### config.mk
export PLATFORM = sky130hd
export DESIGN_NAME = typed_message_queue_core_flat
export DESIGN_NICKNAME = d
export VERILOG_FILES = /design/src/hdl/tmq_pkg.sv /design/src/hdl/tmq_if.sv /design/src/hdl/typed_message_queue_core.sv /design/src/hdl/tmq_ctrl.sv /design/src/hdl/tmq_dp.sv /design/src/flat_wrapper.sv
export SDC_FILE = /design/constraint.sdc
export NUM_CORES = 2
export LEC_CHECK = 0
export BUFFER_PORTS_ARGS = -buffer_cell sky130_fd_sc_hd__buf_4
export CORE_MARGIN = 3
export CORE_UTILIZATION = 57
export DETAILED_ROUTE_END_ITERATION = 8
export PLACE_DENSITY = 0.77
export SLEW_MARGIN = 20
export SYNTH_ARGS = -nofsm -noshare
export SYNTH_HDL_FRONTEND = slang
export SYNTH_SLANG_ARGS = --single-unit
### constraint.sdc
create_clock -name i_clk -period 5.2 [get_ports i_clk]
set_clock_uncertainty 0.1 [all_clocks]
set_input_delay 1.04 -clock i_clk [delete_from_list [all_inputs] [get_ports i_clk]]
set_output_delay 1.04 -clock i_clk [all_outputs]
set_load 0.01 [all_outputs]
### src/hdl/tmq_pkg.sv
// Package for the typed message queue: sizes, status codes, controller states
// and the command and status structs between controller and datapath.
// No dependencies.
`timescale 1ns / 1ps
package tmq_pkg;
    localparam int QUEUE_DEPTH  = 16;
    localparam int PAYLOAD_BITS = 32;
    localparam int TYPE_W       = 31;
    localparam int OUT_PAY_W    = 32;
    localparam int COUNT_W      = $clog2(QUEUE_DEPTH + 1);
    localparam int IDX_W        = $clog2(QUEUE_DEPTH);
    localparam int STATUS_W     = 2;

    localparam logic OP_SEND    = 1'b0;
    localparam logic OP_RECEIVE = 1'b1;

    localparam logic [STATUS_W-1:0] ST_OK   = 2'd0;
    localparam logic [STATUS_W-1:0] ST_FULL = 2'd1;
    localparam logic [STATUS_W-1:0] ST_NONE = 2'd2;

    typedef enum logic [1:0] {
        S_IDLE,
        S_EXEC,
        S_OUT
    } t_state;

    typedef struct packed {
        logic load;
        logic exec;
        logic take;
    } t_cmd;

    typedef struct packed {
        logic full;
    } t_stat;
endpackage

### src/hdl/tmq_if.sv
// Valid/ready channel interfaces for the typed message queue.
// Depends on tmq_pkg.
`timescale 1ns / 1ps
interface tmq_in_if;
    logic                             valid;
    logic                             ready;
    logic                             operation;
    logic [tmq_pkg::TYPE_W-1:0]       msg_type;
    logic [31:0]                      msg_payload;
    modport source (output valid, operation, msg_type, msg_payload, input ready);
    modport sink   (input valid, operation, msg_type, msg_payload, output ready);
endinterface

interface tmq_out_if;
    logic                             valid;
    logic                             ready;
    logic [tmq_pkg::STATUS_W-1:0]     status;
    logic [tmq_pkg::TYPE_W-1:0]       out_type;
    logic [tmq_pkg::OUT_PAY_W-1:0]    out_payload;
    logic [tmq_pkg::COUNT_W-1:0]      queued_count;
    modport source (output valid, status, out_type, out_payload, queued_count,
                    input ready);
    modport sink   (input valid, status, out_type, out_payload, queued_count,
                    output ready);
endinterface

### src/hdl/typed_message_queue_core.sv
// Top level of the typed message queue: controller, datapath and channel ports.
// Depends on tmq_pkg, tmq_if, tmq_ctrl and tmq_dp.
`timescale 1ns / 1ps
// A bounded queue of typed messages in arrival order. A send appends at the
// tail; a receive removes the oldest message of the requested type from any
// position and closes the gap. A transaction is captured into the input
// registers, then the parallel match and shift over all slots runs in the
// execute state; the result then sits in an output register, and a new
// transaction is taken in the cycle the result is accepted.
module typed_message_queue_core (
    input  logic       i_clk,
    input  logic       i_rst_n,
    tmq_in_if.sink     i_in,
    tmq_out_if.source  o_out
);
    tmq_pkg::t_cmd w_cmd;

    tmq_ctrl u_ctrl (
        .i_clk       (i_clk),
        .i_rst_n     (i_rst_n),
        .i_in_valid  (i_in.valid),
        .o_in_ready  (i_in.ready),
        .o_out_valid (o_out.valid),
        .i_out_ready (o_out.ready),
        .o_cmd       (w_cmd)
    );

    tmq_dp u_dp (
        .i_clk          (i_clk),
        .i_rst_n        (i_rst_n),
        .i_cmd          (w_cmd),
        .i_operation    (i_in.operation),
        .i_msg_type     (i_in.msg_type),
        .i_msg_payload  (i_in.msg_payload),
        .o_status       (o_out.status),
        .o_out_type     (o_out.out_type),
        .o_out_payload  (o_out.out_payload),
        .o_queued_count (o_out.queued_count)
    );
endmodule

### src/hdl/tmq_ctrl.sv
// Controller for the typed message queue: sequences load, execute and output.
// Depends on tmq_pkg.
`timescale 1ns / 1ps
module tmq_ctrl (
    input  logic            i_clk,
    input  logic            i_rst_n,
    input  logic            i_in_valid,
    output logic            o_in_ready,
    output logic            o_out_valid,
    input  logic            i_out_ready,
    output tmq_pkg::t_cmd   o_cmd
);
    tmq_pkg::t_state r_state, n_state;

    always_ff @(posedge i_clk) begin
        if (!i_rst_n) begin
            r_state <= tmq_pkg::S_IDLE;
        end else begin
            r_state <= n_state;
        end
    end

    always_comb begin
        n_state = r_state;
        case (r_state)
            tmq_pkg::S_IDLE: begin
                if (i_in_valid) n_state = tmq_pkg::S_EXEC;
            end
            tmq_pkg::S_EXEC: n_state = tmq_pkg::S_OUT;
            tmq_pkg::S_OUT: begin
                // A new transaction may be taken in the same cycle as the result.
                if (i_out_ready) begin
                    n_state = i_in_valid ? tmq_pkg::S_EXEC : tmq_pkg::S_IDLE;
                end
            end
            default: n_state = tmq_pkg::S_IDLE;
        endcase
    end

    always_comb begin
        o_in_ready  = 1'b0;
        o_out_valid = 1'b0;
        o_cmd       = '0;
        case (r_state)
            tmq_pkg::S_IDLE: begin
                o_in_ready = 1'b1;
                o_cmd.load = i_in_valid;
            end
            tmq_pkg::S_EXEC: o_cmd.exec = 1'b1;
            tmq_pkg::S_OUT: begin
                o_out_valid = 1'b1;
                o_in_ready  = i_out_ready;
                o_cmd.take  = i_out_ready;
                o_cmd.load  = i_out_ready & i_in_valid;
            end
            default: ;
        endcase
    end
endmodule

### src/hdl/tmq_dp.sv
// Datapath for the typed message queue: slot registers with parallel type
// match, oldest-hit priority select and gap-closing shift. Depends on tmq_pkg.
`timescale 1ns / 1ps
module tmq_dp (
    input  logic                               i_clk,
    input  logic                               i_rst_n,
    input  tmq_pkg::t_cmd                      i_cmd,
    input  logic                               i_operation,
    input  logic [tmq_pkg::TYPE_W-1:0]         i_msg_type,
    input  logic [31:0]                        i_msg_payload,
    output logic [tmq_pkg::STATUS_W-1:0]       o_status,
    output logic [tmq_pkg::TYPE_W-1:0]         o_out_type,
    output logic [tmq_pkg::OUT_PAY_W-1:0]      o_out_payload,
    output logic [tmq_pkg::COUNT_W-1:0]        o_queued_count
);
    localparam int D = tmq_pkg::QUEUE_DEPTH;
    localparam int P = tmq_pkg::PAYLOAD_BITS;

    logic [tmq_pkg::TYPE_W-1:0] r_slot_type [D];
    logic [P-1:0]               r_slot_pay  [D];
    logic [tmq_pkg::COUNT_W-1:0] r_count;
    logic                        r_op;
    logic [tmq_pkg::TYPE_W-1:0]  r_type;
    logic [P-1:0]                r_pay;
    logic [tmq_pkg::STATUS_W-1:0]  r_status;
    logic [tmq_pkg::TYPE_W-1:0]    r_out_type;
    logic [tmq_pkg::OUT_PAY_W-1:0] r_out_pay;
    logic [D-1:0]                w_hit;
    logic [D-1:0]                w_first;
    logic [D-1:0]                w_shift;
    logic                        w_found;
    logic [tmq_pkg::TYPE_W-1:0]  w_sel_type;
    logic [P-1:0]                w_sel_pay;
    logic [tmq_pkg::IDX_W-1:0]   w_tail;
    logic [tmq_pkg::OUT_PAY_W+P-1:0] w_pay_wide;
    tmq_pkg::t_stat              w_stat;

    assign w_tail = r_count[tmq_pkg::IDX_W-1:0];
    assign w_stat.full = (r_count == tmq_pkg::COUNT_W'(D));

    always_comb begin
        for (int i = 0; i < D; i++) begin
            w_hit[i] = (r_slot_type[i] == r_type) && (tmq_pkg::COUNT_W'(i) < r_count);
        end
        // Oldest hit, and the mask of slots at or above it that move down.
        w_first = w_hit & (~w_hit + D'(1));
        w_shift = ~(w_first - D'(1));
        w_found = |w_hit;
        w_sel_type = '0;
        w_sel_pay  = '0;
        for (int i = 0; i < D; i++) begin
            if (w_first[i]) begin
                w_sel_type = w_sel_type | r_slot_type[i];
                w_sel_pay  = w_sel_pay | r_slot_pay[i];
            end
        end
    end

    assign w_pay_wide = {{tmq_pkg::OUT_PAY_W{1'b0}}, w_sel_pay};

    always_ff @(posedge i_clk) begin
        if (i_cmd.load) begin
            r_op   <= i_operation;
            r_type <= i_msg_type;
            r_pay  <= P'({{P{1'b0}}, i_msg_payload});
        end
        if (i_cmd.exec) begin
            r_out_type <= '0;
            r_out_pay  <= '0;
            r_status   <= tmq_pkg::ST_OK;
            if (r_op == tmq_pkg::OP_SEND) begin
                if (w_stat.full) begin
                    r_status <= tmq_pkg::ST_FULL;
                end else begin
                    r_slot_type[w_tail] <= r_type;
                    r_slot_pay[w_tail]  <= r_pay;
                end
            end else if (!w_found) begin
                r_status <= tmq_pkg::ST_NONE;
            end else begin
                r_out_type <= w_sel_type;
                r_out_pay  <= w_pay_wide[tmq_pkg::OUT_PAY_W-1:0];
                for (int i = 0; i < D - 1; i++) begin
                    if (w_shift[i]) begin
                        r_slot_type[i] <= r_slot_type[i+1];
                        r_slot_pay[i]  <= r_slot_pay[i+1];
                    end
                end
            end
        end
    end

    always_ff @(posedge i_clk) begin
        if (!i_rst_n) begin
            r_count <= '0;
        end else if (i_cmd.exec) begin
            if (r_op == tmq_pkg::OP_SEND) begin
                if (!w_stat.full) r_count <= r_count + 1'b1;
            end else if (w_found) begin
                r_count <= r_count - 1'b1;
            end
        end
    end

    assign o_status       = r_status;
    assign o_out_type     = r_out_type;
    assign o_out_payload  = r_out_pay;
    assign o_queued_count = r_count;
endmodule

### src/flat_wrapper.sv
// flat-port wrapper written by rule: the top's interface ports become plain ports
module typed_message_queue_core_flat 
  (i_clk, i_rst_n, i_in_valid, i_in_operation, i_in_msg_type, i_in_msg_payload, i_in_ready, o_out_valid, o_out_status, o_out_out_type, o_out_out_payload, o_out_queued_count, o_out_ready);
  tmq_in_if i_in_i ();
  tmq_out_if o_out_i ();
  input  logic i_clk;
  input  logic i_rst_n;
  input wire logic [$bits(i_in_i.valid)-1:0] i_in_valid;
  input wire logic [$bits(i_in_i.operation)-1:0] i_in_operation;
  input wire logic [$bits(i_in_i.msg_type)-1:0] i_in_msg_type;
  input wire logic [$bits(i_in_i.msg_payload)-1:0] i_in_msg_payload;
  output wire logic [$bits(i_in_i.ready)-1:0] i_in_ready;
  output wire logic [$bits(o_out_i.valid)-1:0] o_out_valid;
  output wire logic [$bits(o_out_i.status)-1:0] o_out_status;
  output wire logic [$bits(o_out_i.out_type)-1:0] o_out_out_type;
  output wire logic [$bits(o_out_i.out_payload)-1:0] o_out_out_payload;
  output wire logic [$bits(o_out_i.queued_count)-1:0] o_out_queued_count;
  input wire logic [$bits(o_out_i.ready)-1:0] o_out_ready;
  assign i_in_i.valid = i_in_valid;
  assign i_in_i.operation = i_in_operation;
  assign i_in_i.msg_type = i_in_msg_type;
  assign i_in_i.msg_payload = i_in_msg_payload;
  assign i_in_ready = i_in_i.ready;
  assign o_out_valid = o_out_i.valid;
  assign o_out_status = o_out_i.status;
  assign o_out_out_type = o_out_i.out_type;
  assign o_out_out_payload = o_out_i.out_payload;
  assign o_out_queued_count = o_out_i.queued_count;
  assign o_out_i.ready = o_out_ready;
  typed_message_queue_core u_core (.i_clk(i_clk), .i_rst_n(i_rst_n), .i_in(i_in_i), .o_out(o_out_i));
endmodule
### Word-level counts from Yosys, hierarchy flattened

Memory sizes are Yosys's and may differ from the RTL's.
Cells that the tools add are included.

| storage, ports and cells | value |
|---|---|
| register bits after elaboration | 136 |
| RAM bits | 1008 |
| input bits | 68 |
| output and inout port bits | 72 |
| word-level logic and storage cells | 241 |
| memories kept | 2 |

| cells by class | value |
|---|---|
| $add $sub $neg | 4 |
| $lt $le $gt $ge | 16 |
| eq/ne operators | 23 |
| multiplexer cells | 131 |
| bitwise operators | 34 |
| reductions and logical operators | 23 |

Memory list:

| name | depth | bits a word | rd ports | clocked after Yosys merged registers in | wr ports | RTL line | text |
|---|---|---|---|---|---|---|---|
| u_core.u_dp.r_slot_pay | 16 | 32 | 16 | 0 | 15 | tmq_dp.sv:20 | `logic [P-1:0] r_slot_pay [D];` |
| u_core.u_dp.r_slot_type | 16 | 31 | 16 | 0 | 15 | tmq_dp.sv:19 | `logic [tmq_pkg::TYPE_W-1:0] r_slot_type [D];` |

Operators by type and width:

| cell | count |
|---|---|
| 32-bit 2-to-1 mux | 17 |
| 31-bit 2-to-1 mux | 17 |
| 31-bit == test | 16 |
| 32-bit bitwise OR | 15 |
| 31-bit bitwise OR | 15 |
| 1-bit 2-to-1 mux | 85 |
| 4-bit by 5-bit < comparator with 1-bit output (first input constant) | 8 |
| 32-bit OR reduction | 1 |
| 31-bit OR reduction | 1 |
| 3-bit by 5-bit < comparator with 1-bit output (first input constant) | 4 |
| 16-bit by 1-bit adder with 16-bit output (second input constant) | 1 |
| 16-bit bitwise AND | 1 |
| 1-bit logical AND | 16 |
| 16-bit inverter | 1 |
| 16-bit OR reduction | 1 |
| 5-bit 2-to-1 mux | 3 |
| 15-bit inverter | 1 |
| 15-bit by 1-bit subtractor with 15-bit output (second input constant) | 1 |
| 1-bit by 5-bit < comparator with 1-bit output (first input constant) | 2 |
| 2-bit by 5-bit < comparator with 1-bit output (first input constant) | 2 |
| 2-bit 2-to-1 mux | 4 |
| 4-bit 2-to-1 mux | 2 |
| 2-bit inequality test (second input constant) | 3 |
| 2-bit one-hot mux with 3 select lines | 1 |
| 11 further kinds | 13 |

### Depth between registers and ports, before layout

An unclocked memory read counts as a cell.

| logic depth | value |
|---|---|
| depth after elaboration | 37 |
| mapped depth | 15 |
| gate-level depth less buffers | 11 |

### By module

A second synthesis with hierarchy kept.

| unflattened totals | value |
|---|---|
| cell total of the unflattened synthesis | 4973 |
| area, all modules | 63148.1 µm² |

By module, submodules not included:

| module | times used | cells each | area each (µm²) | seq. area each (µm²) |
|---|---|---|---|---|
| tmq_dp | 1 | 4961 | 63015.4 | 34242.8 |
| tmq_ctrl | 1 | 12 | 132.6 | 40.0 |

### Worst setup path after synthesis

Ideal clock, no wire load.

| timing | value |
|---|---|
| path kind | register to register |
| start point | register u_core.u_ctrl.r_state[1] |
| end point | memory u_core.u_dp.r_slot_pay[2][0] in the netlist's numbering (enable) |
| setup time | 420 ps |
| data arrival time | 4696 ps |
| required time | 4680 ps |
| setup slack | -16 ps |
| stages on the path, launching flop included | 8 |
| buffers on the path | 2 |
| clock period less this slack | 5216 ps |
| cells stage by stage | dfxtp_1 > nand2b_1 > clkbuf_1 > inv_1 > nand2_1 > a31oi_1 > clkbuf_1 > a21o_1 |

RTL lines:

| element | RTL line | text |
|---|---|---|
| start: declaration | tmq_ctrl.sv:13 | `tmq_pkg::t_state r_state, n_state;` |
| start signal: assignment | tmq_ctrl.sv:17 | `r_state <= tmq_pkg::S_IDLE;` |
| start signal: assignment | tmq_ctrl.sv:19 | `r_state <= n_state;` |
| end: declaration | tmq_dp.sv:20 |  |

### Worst setup path in the final report

| timing | value |
|---|---|
| start point | register u_core.u_dp.r_type[7] in the netlist's numbering |
| end point | register u_core.u_dp.r_out_type (netlist bit u_core.u_dp.o_out_type[0]) (data pin) |

| between the ends | value |
|---|---|
| longest elaborated chain between the ends | 36 |
| elaborated cells on any way between the ends | 68 |
| classes of those cells | add/sub (1); eq/ne (16); mux (16); bitwise (17); reduce/logical (18) |

Ends and longest elaborated chain:

| element | RTL line | text |
|---|---|---|
| start: declaration | tmq_dp.sv:23 | `logic [tmq_pkg::TYPE_W-1:0] r_type;` |
| start signal: assignment | tmq_dp.sv:64 | `r_type <= i_msg_type;` |
| 31-bit == test | tmq_dp.sv:43 | `w_hit[i] = (r_slot_type[i] == r_type) && (tmq_pkg::COUNT_W'(i) < r_count);` |
| 1-bit logical AND | tmq_dp.sv:43 |  |
| 16-bit inverter | tmq_dp.sv:46 | `w_first = w_hit & (~w_hit + D'(1));` |
| 16-bit by 1-bit adder with 16-bit output | tmq_dp.sv:46 |  |
| 16-bit bitwise AND | tmq_dp.sv:46 |  |
| 31-bit 2-to-1 mux | tmq_dp.sv:52 | `if (w_first[i]) begin` |
| 31-bit bitwise OR | tmq_dp.sv:53 | `w_sel_type = w_sel_type \| r_slot_type[i];` |
| 31-bit 2-to-1 mux | tmq_dp.sv:52 |  |
| [... 20 more ...] | - |  |
| 31-bit bitwise OR | tmq_dp.sv:53 |  |
| 31-bit 2-to-1 mux | tmq_dp.sv:52 |  |
| 31-bit bitwise OR | tmq_dp.sv:53 |  |
| 31-bit 2-to-1 mux | tmq_dp.sv:52 |  |
| 31-bit bitwise OR | tmq_dp.sv:53 |  |
| 31-bit 2-to-1 mux | tmq_dp.sv:52 |  |
| 31-bit bitwise OR | tmq_dp.sv:53 |  |
| 31-bit 2-to-1 mux | tmq_dp.sv:52 |  |
| end signal: assignment | tmq_dp.sv:81 | `r_out_type <= w_sel_type;` |
| end: declaration | tmq_dp.sv:26 | `logic [tmq_pkg::TYPE_W-1:0] r_out_type;` |

Parallel ways exist; a longest one is shown, timed or not.
A chain may end at the register's enable or synchronous reset.

==> results.ini <==
[clocking]
clock_sinks = 1144
cts_tree = done
clockBufferDepth = 3
worst_skew_pair.late_latency_ns = 0.75
htreeDepth = 3
cts_setup_buffers = 0
cts_buffers = 118
cts_root_buf = clkbuf_16
cts.reportedPaths.clkPinSlew_ns = 0.06

[layout]
syn2layout_area_growth_pct = 15.27
nFillCells = 7593
design_area_mm2 = 0.06940
post-route-util = 0.6658
multiInputGateArea_mm2 = 0.02429
regArea_mm2 = 0.03428
drive_above_1_share = 0.3032
fin_nets = 4760

[sta]
setup_viol = 92
rsz0062_at_grt = false
report.final.slew_viol_count = 0
clock.fmax_ghz = 0.1897
period_share = 1.014
period_minus_slack_ns = 5.271
maxSlewHeadroom = 0.1922
tns_ns = -1.871
worst_slew_pin_slew_ns = 1.212
finalHoldViolCount = 0
fin_ws_ns = -0.07126

[yosys]
syn_avg_cell_area_um2 = 13.28
yosys_warnings = 0
synth_top_area_share = 0.5671
synth-async-reset-ratio = 0
synth_edf_count = 1137
ys_seq_area_frac = 0.5694
synth_area_leader_cell = edfxtp_1
syn_area_mm2 = 0.06021
ys_types = 63
synth_nets = 4606
netlist_top_cells_area = edfxtp_1 (57%), mux2_2 (14%), mux2_1 (4.1%)
synth_ff_type = edfxtp_1
synth-seq-cells = 1144
synth_cells = 4533

[drt]
wl_per_cell_um = 37.78
antenna_left = 0
drt-pass1-iter-count = 9
viasPerCell = 7.284
vias = 44960
drc_errors = 0
initialDrtViolationCount = 7091
routed_wl_mm = 233.2

[critical_path]
cp_data_required_time_ns = 5.62
worstSetupStartpointType = register
criticalPathCategory = reg2reg
arrival_ns = 5.69
reg2reg_depth = 11
path_max_fanout = 16
cp-end-kind = register

[placed_design]
hpwl_mm = 157.4
place.gp.congestion = 1.120
portBuffers = 139
dpl_cell_area_mm2 = 0.06554

[floorplan]
core_mm2 = 0.1042
dieArea_mm2 = 0.1096
num_rows = 118
ios = 140
start_util = 0.5776
die_y_um = 331.0
die_w_um = 331.0

[global_route]
grtUsageTotal = 0.4204
grt_pass1_vias = 43620
grt_overflow = 0
antenna_found_initial = 2
grt_max_degree = 64
grt_pass1_wl_mm = 324.6

[run_status]
violations = setup timing
status = complete, but fails checks

[pwr]
p_leak_nw = 22.88
power_density_mw_per_mm2 = 291.3
ir_drop_mv = 0.3706
power.total_mw = 20.22

[job]
drv_cap = 0

[worst_hold_path]
hp-class = in2reg
hold_depth = 1

[kinds of logic after synthesis]
logic type / after synthesis / share of synthesized area
flip-flops: 1144 / 0.5694
multiplexers: 946 / 0.1769
AND/OR/NAND/NOR: 760 / 0.06548
AO/OA/AOI/OAI: 694 / 0.08070
XOR/XNOR: 499 / 0.07284
buffers and inverters: 485 / 0.03358
adder cells (fa/ha/maj): 5 / 0.001039
[registers in the layout, indices dropped and copies added (netlist names)]
| signal | count |
|---|---|
| u_core.u_dp.r_op | 1 |
| u_core.u_dp.r_slot_type | 496 |
| u_core.u_ctrl.r_state | 2 |
| u_core.u_dp.r_slot_pay | 512 |
| u_core.u_dp.r_pay | 32 |
| u_core.u_dp.o_queued_count | 5 |
| u_core.u_dp.o_out_payload | 32 |
| u_core.u_dp.o_out_type | 31 |
| u_core.u_dp.o_status | 2 |
| u_core.u_dp.r_type | 31 |
[final cells by class]
type                            count  area share
Tap cell                         1380     0.02488
Inverter                           36    0.001983
Clock inverter                     79     0.01064
Antenna cell                        6   0.0002164
Clock buffer                      140     0.04466
Multi-Input combinational cell   2904      0.3500
Sequential cell                  1144      0.4940
Timing Repair Buffer              483     0.07363
[power by group]
part	internal, mW	total, mW	leakage, nW	switching, mW
clock network	4.80	8.61	1.87	3.81
registers	10.2	10.4	10.4	0.164
logic	0.531	1.21	10.6	0.676
[Yosys cell counts (36+ instances only)]
| library cell | count |
|---|---|
| nor4_1 | 80 |
| o21ai_0 | 98 |
| buf_2 | 68 |
| xor2_1 | 248 |
| mux2_1 | 217 |
| a31oi_1 | 36 |
| inv_1 | 36 |
| clkbuf_1 | 335 |
| edfxtp_1 | 1137 |
| nand4_1 | 165 |
| xnor2_1 | 249 |
| nand3_1 | 158 |
| a21oi_1 | 171 |
| a221oi_1 | 94 |
| nor2_1 | 63 |
| a32oi_1 | 91 |
| nand2_1 | 210 |
| mux2_2 | 728 |
[layer usage]
metal	part of all wire	vias up	GRT usage	wire [um]
met3	0.12	954	0.1041	28190
met4	0.096	0	0.3298	22400
met2	0.45	3777	0.6489	104900
li1	-	17950	-	-
met5	0	-	0	0
met1	0.33	22280	0.5069	77750
[per-stage QoR]
step | worst slack (ns) | hold WS (ns) | instances
floorplan | 0.1095 | 0.3206 | 4533
global placement | 0.2345 | 0.4388 | 5946
detailed placement | 0.2586 | 0.4462 | 5947
CTS | 0.2283 | 0.3439 | 6166
global route | 0.009354 | 0.3456 | 6166
finish | -0.07126 | 0.3721 | 6172
[placed cells by master, fill, tap and decap left out, types with 32 or more instances in the layout]
master	n
buf_4	365
inv_1	35
mux2_2	728
a21oi_1	171
a221oi_1	94
clkbuf_16	121
o21ai_0	98
buf_12	117
a31oi_1	34
xor2_1	248
edfxtp_1	1137
mux2_1	217
a32oi_1	91
nand3_1	156
nor4_1	78
nand4_1	165
xnor2_1	249
nor2_1	57
nand2_1	195
o221ai_1	32
[path summary, 6_finish.rpt]
kind                                                         startpoint                                       to  slack, ns
worst max register to register          u_core.u_dp.r_type[7]$_DFFE_PP_  u_core.u_dp.o_out_type[0]$_SDFFCE_PN0P_      -0.07
worst min-delay path                               i_in_msg_payload[20]          u_core.u_dp.r_pay[20]$_DFFE_PP_       0.37
worst max-delay path                    u_core.u_dp.r_type[7]$_DFFE_PP_  u_core.u_dp.o_out_type[0]$_SDFFCE_PN0P_      -0.07
worst min register to register  u_core.u_dp.r_slot_pay[15][3]$_DFFE_PP_  u_core.u_dp.r_slot_pay[14][3]$_DFFE_PP_       0.46
[worst max-delay path, cell delays in order (launching register included)]
cell and delay (ns):
edfxtp_1 0.55, buf_4 0.29, xnor2_1 0.62, nand4_1 0.23
nor4_1 0.83, o2111ai_1 0.43, nor2_1 0.74, nand3_1 0.28
buf_4 0.27, o221ai_1 0.25, a221oi_1 0.09, a21oi_1 0.35
[repair_timing]
item | CTS | global route
hold buffers | 0 | 0
gates resized for setup | 0 | 1
endpoints found under the setup margin | 0 | 1
Note: power is estimated with default switching activity, not from simulation.
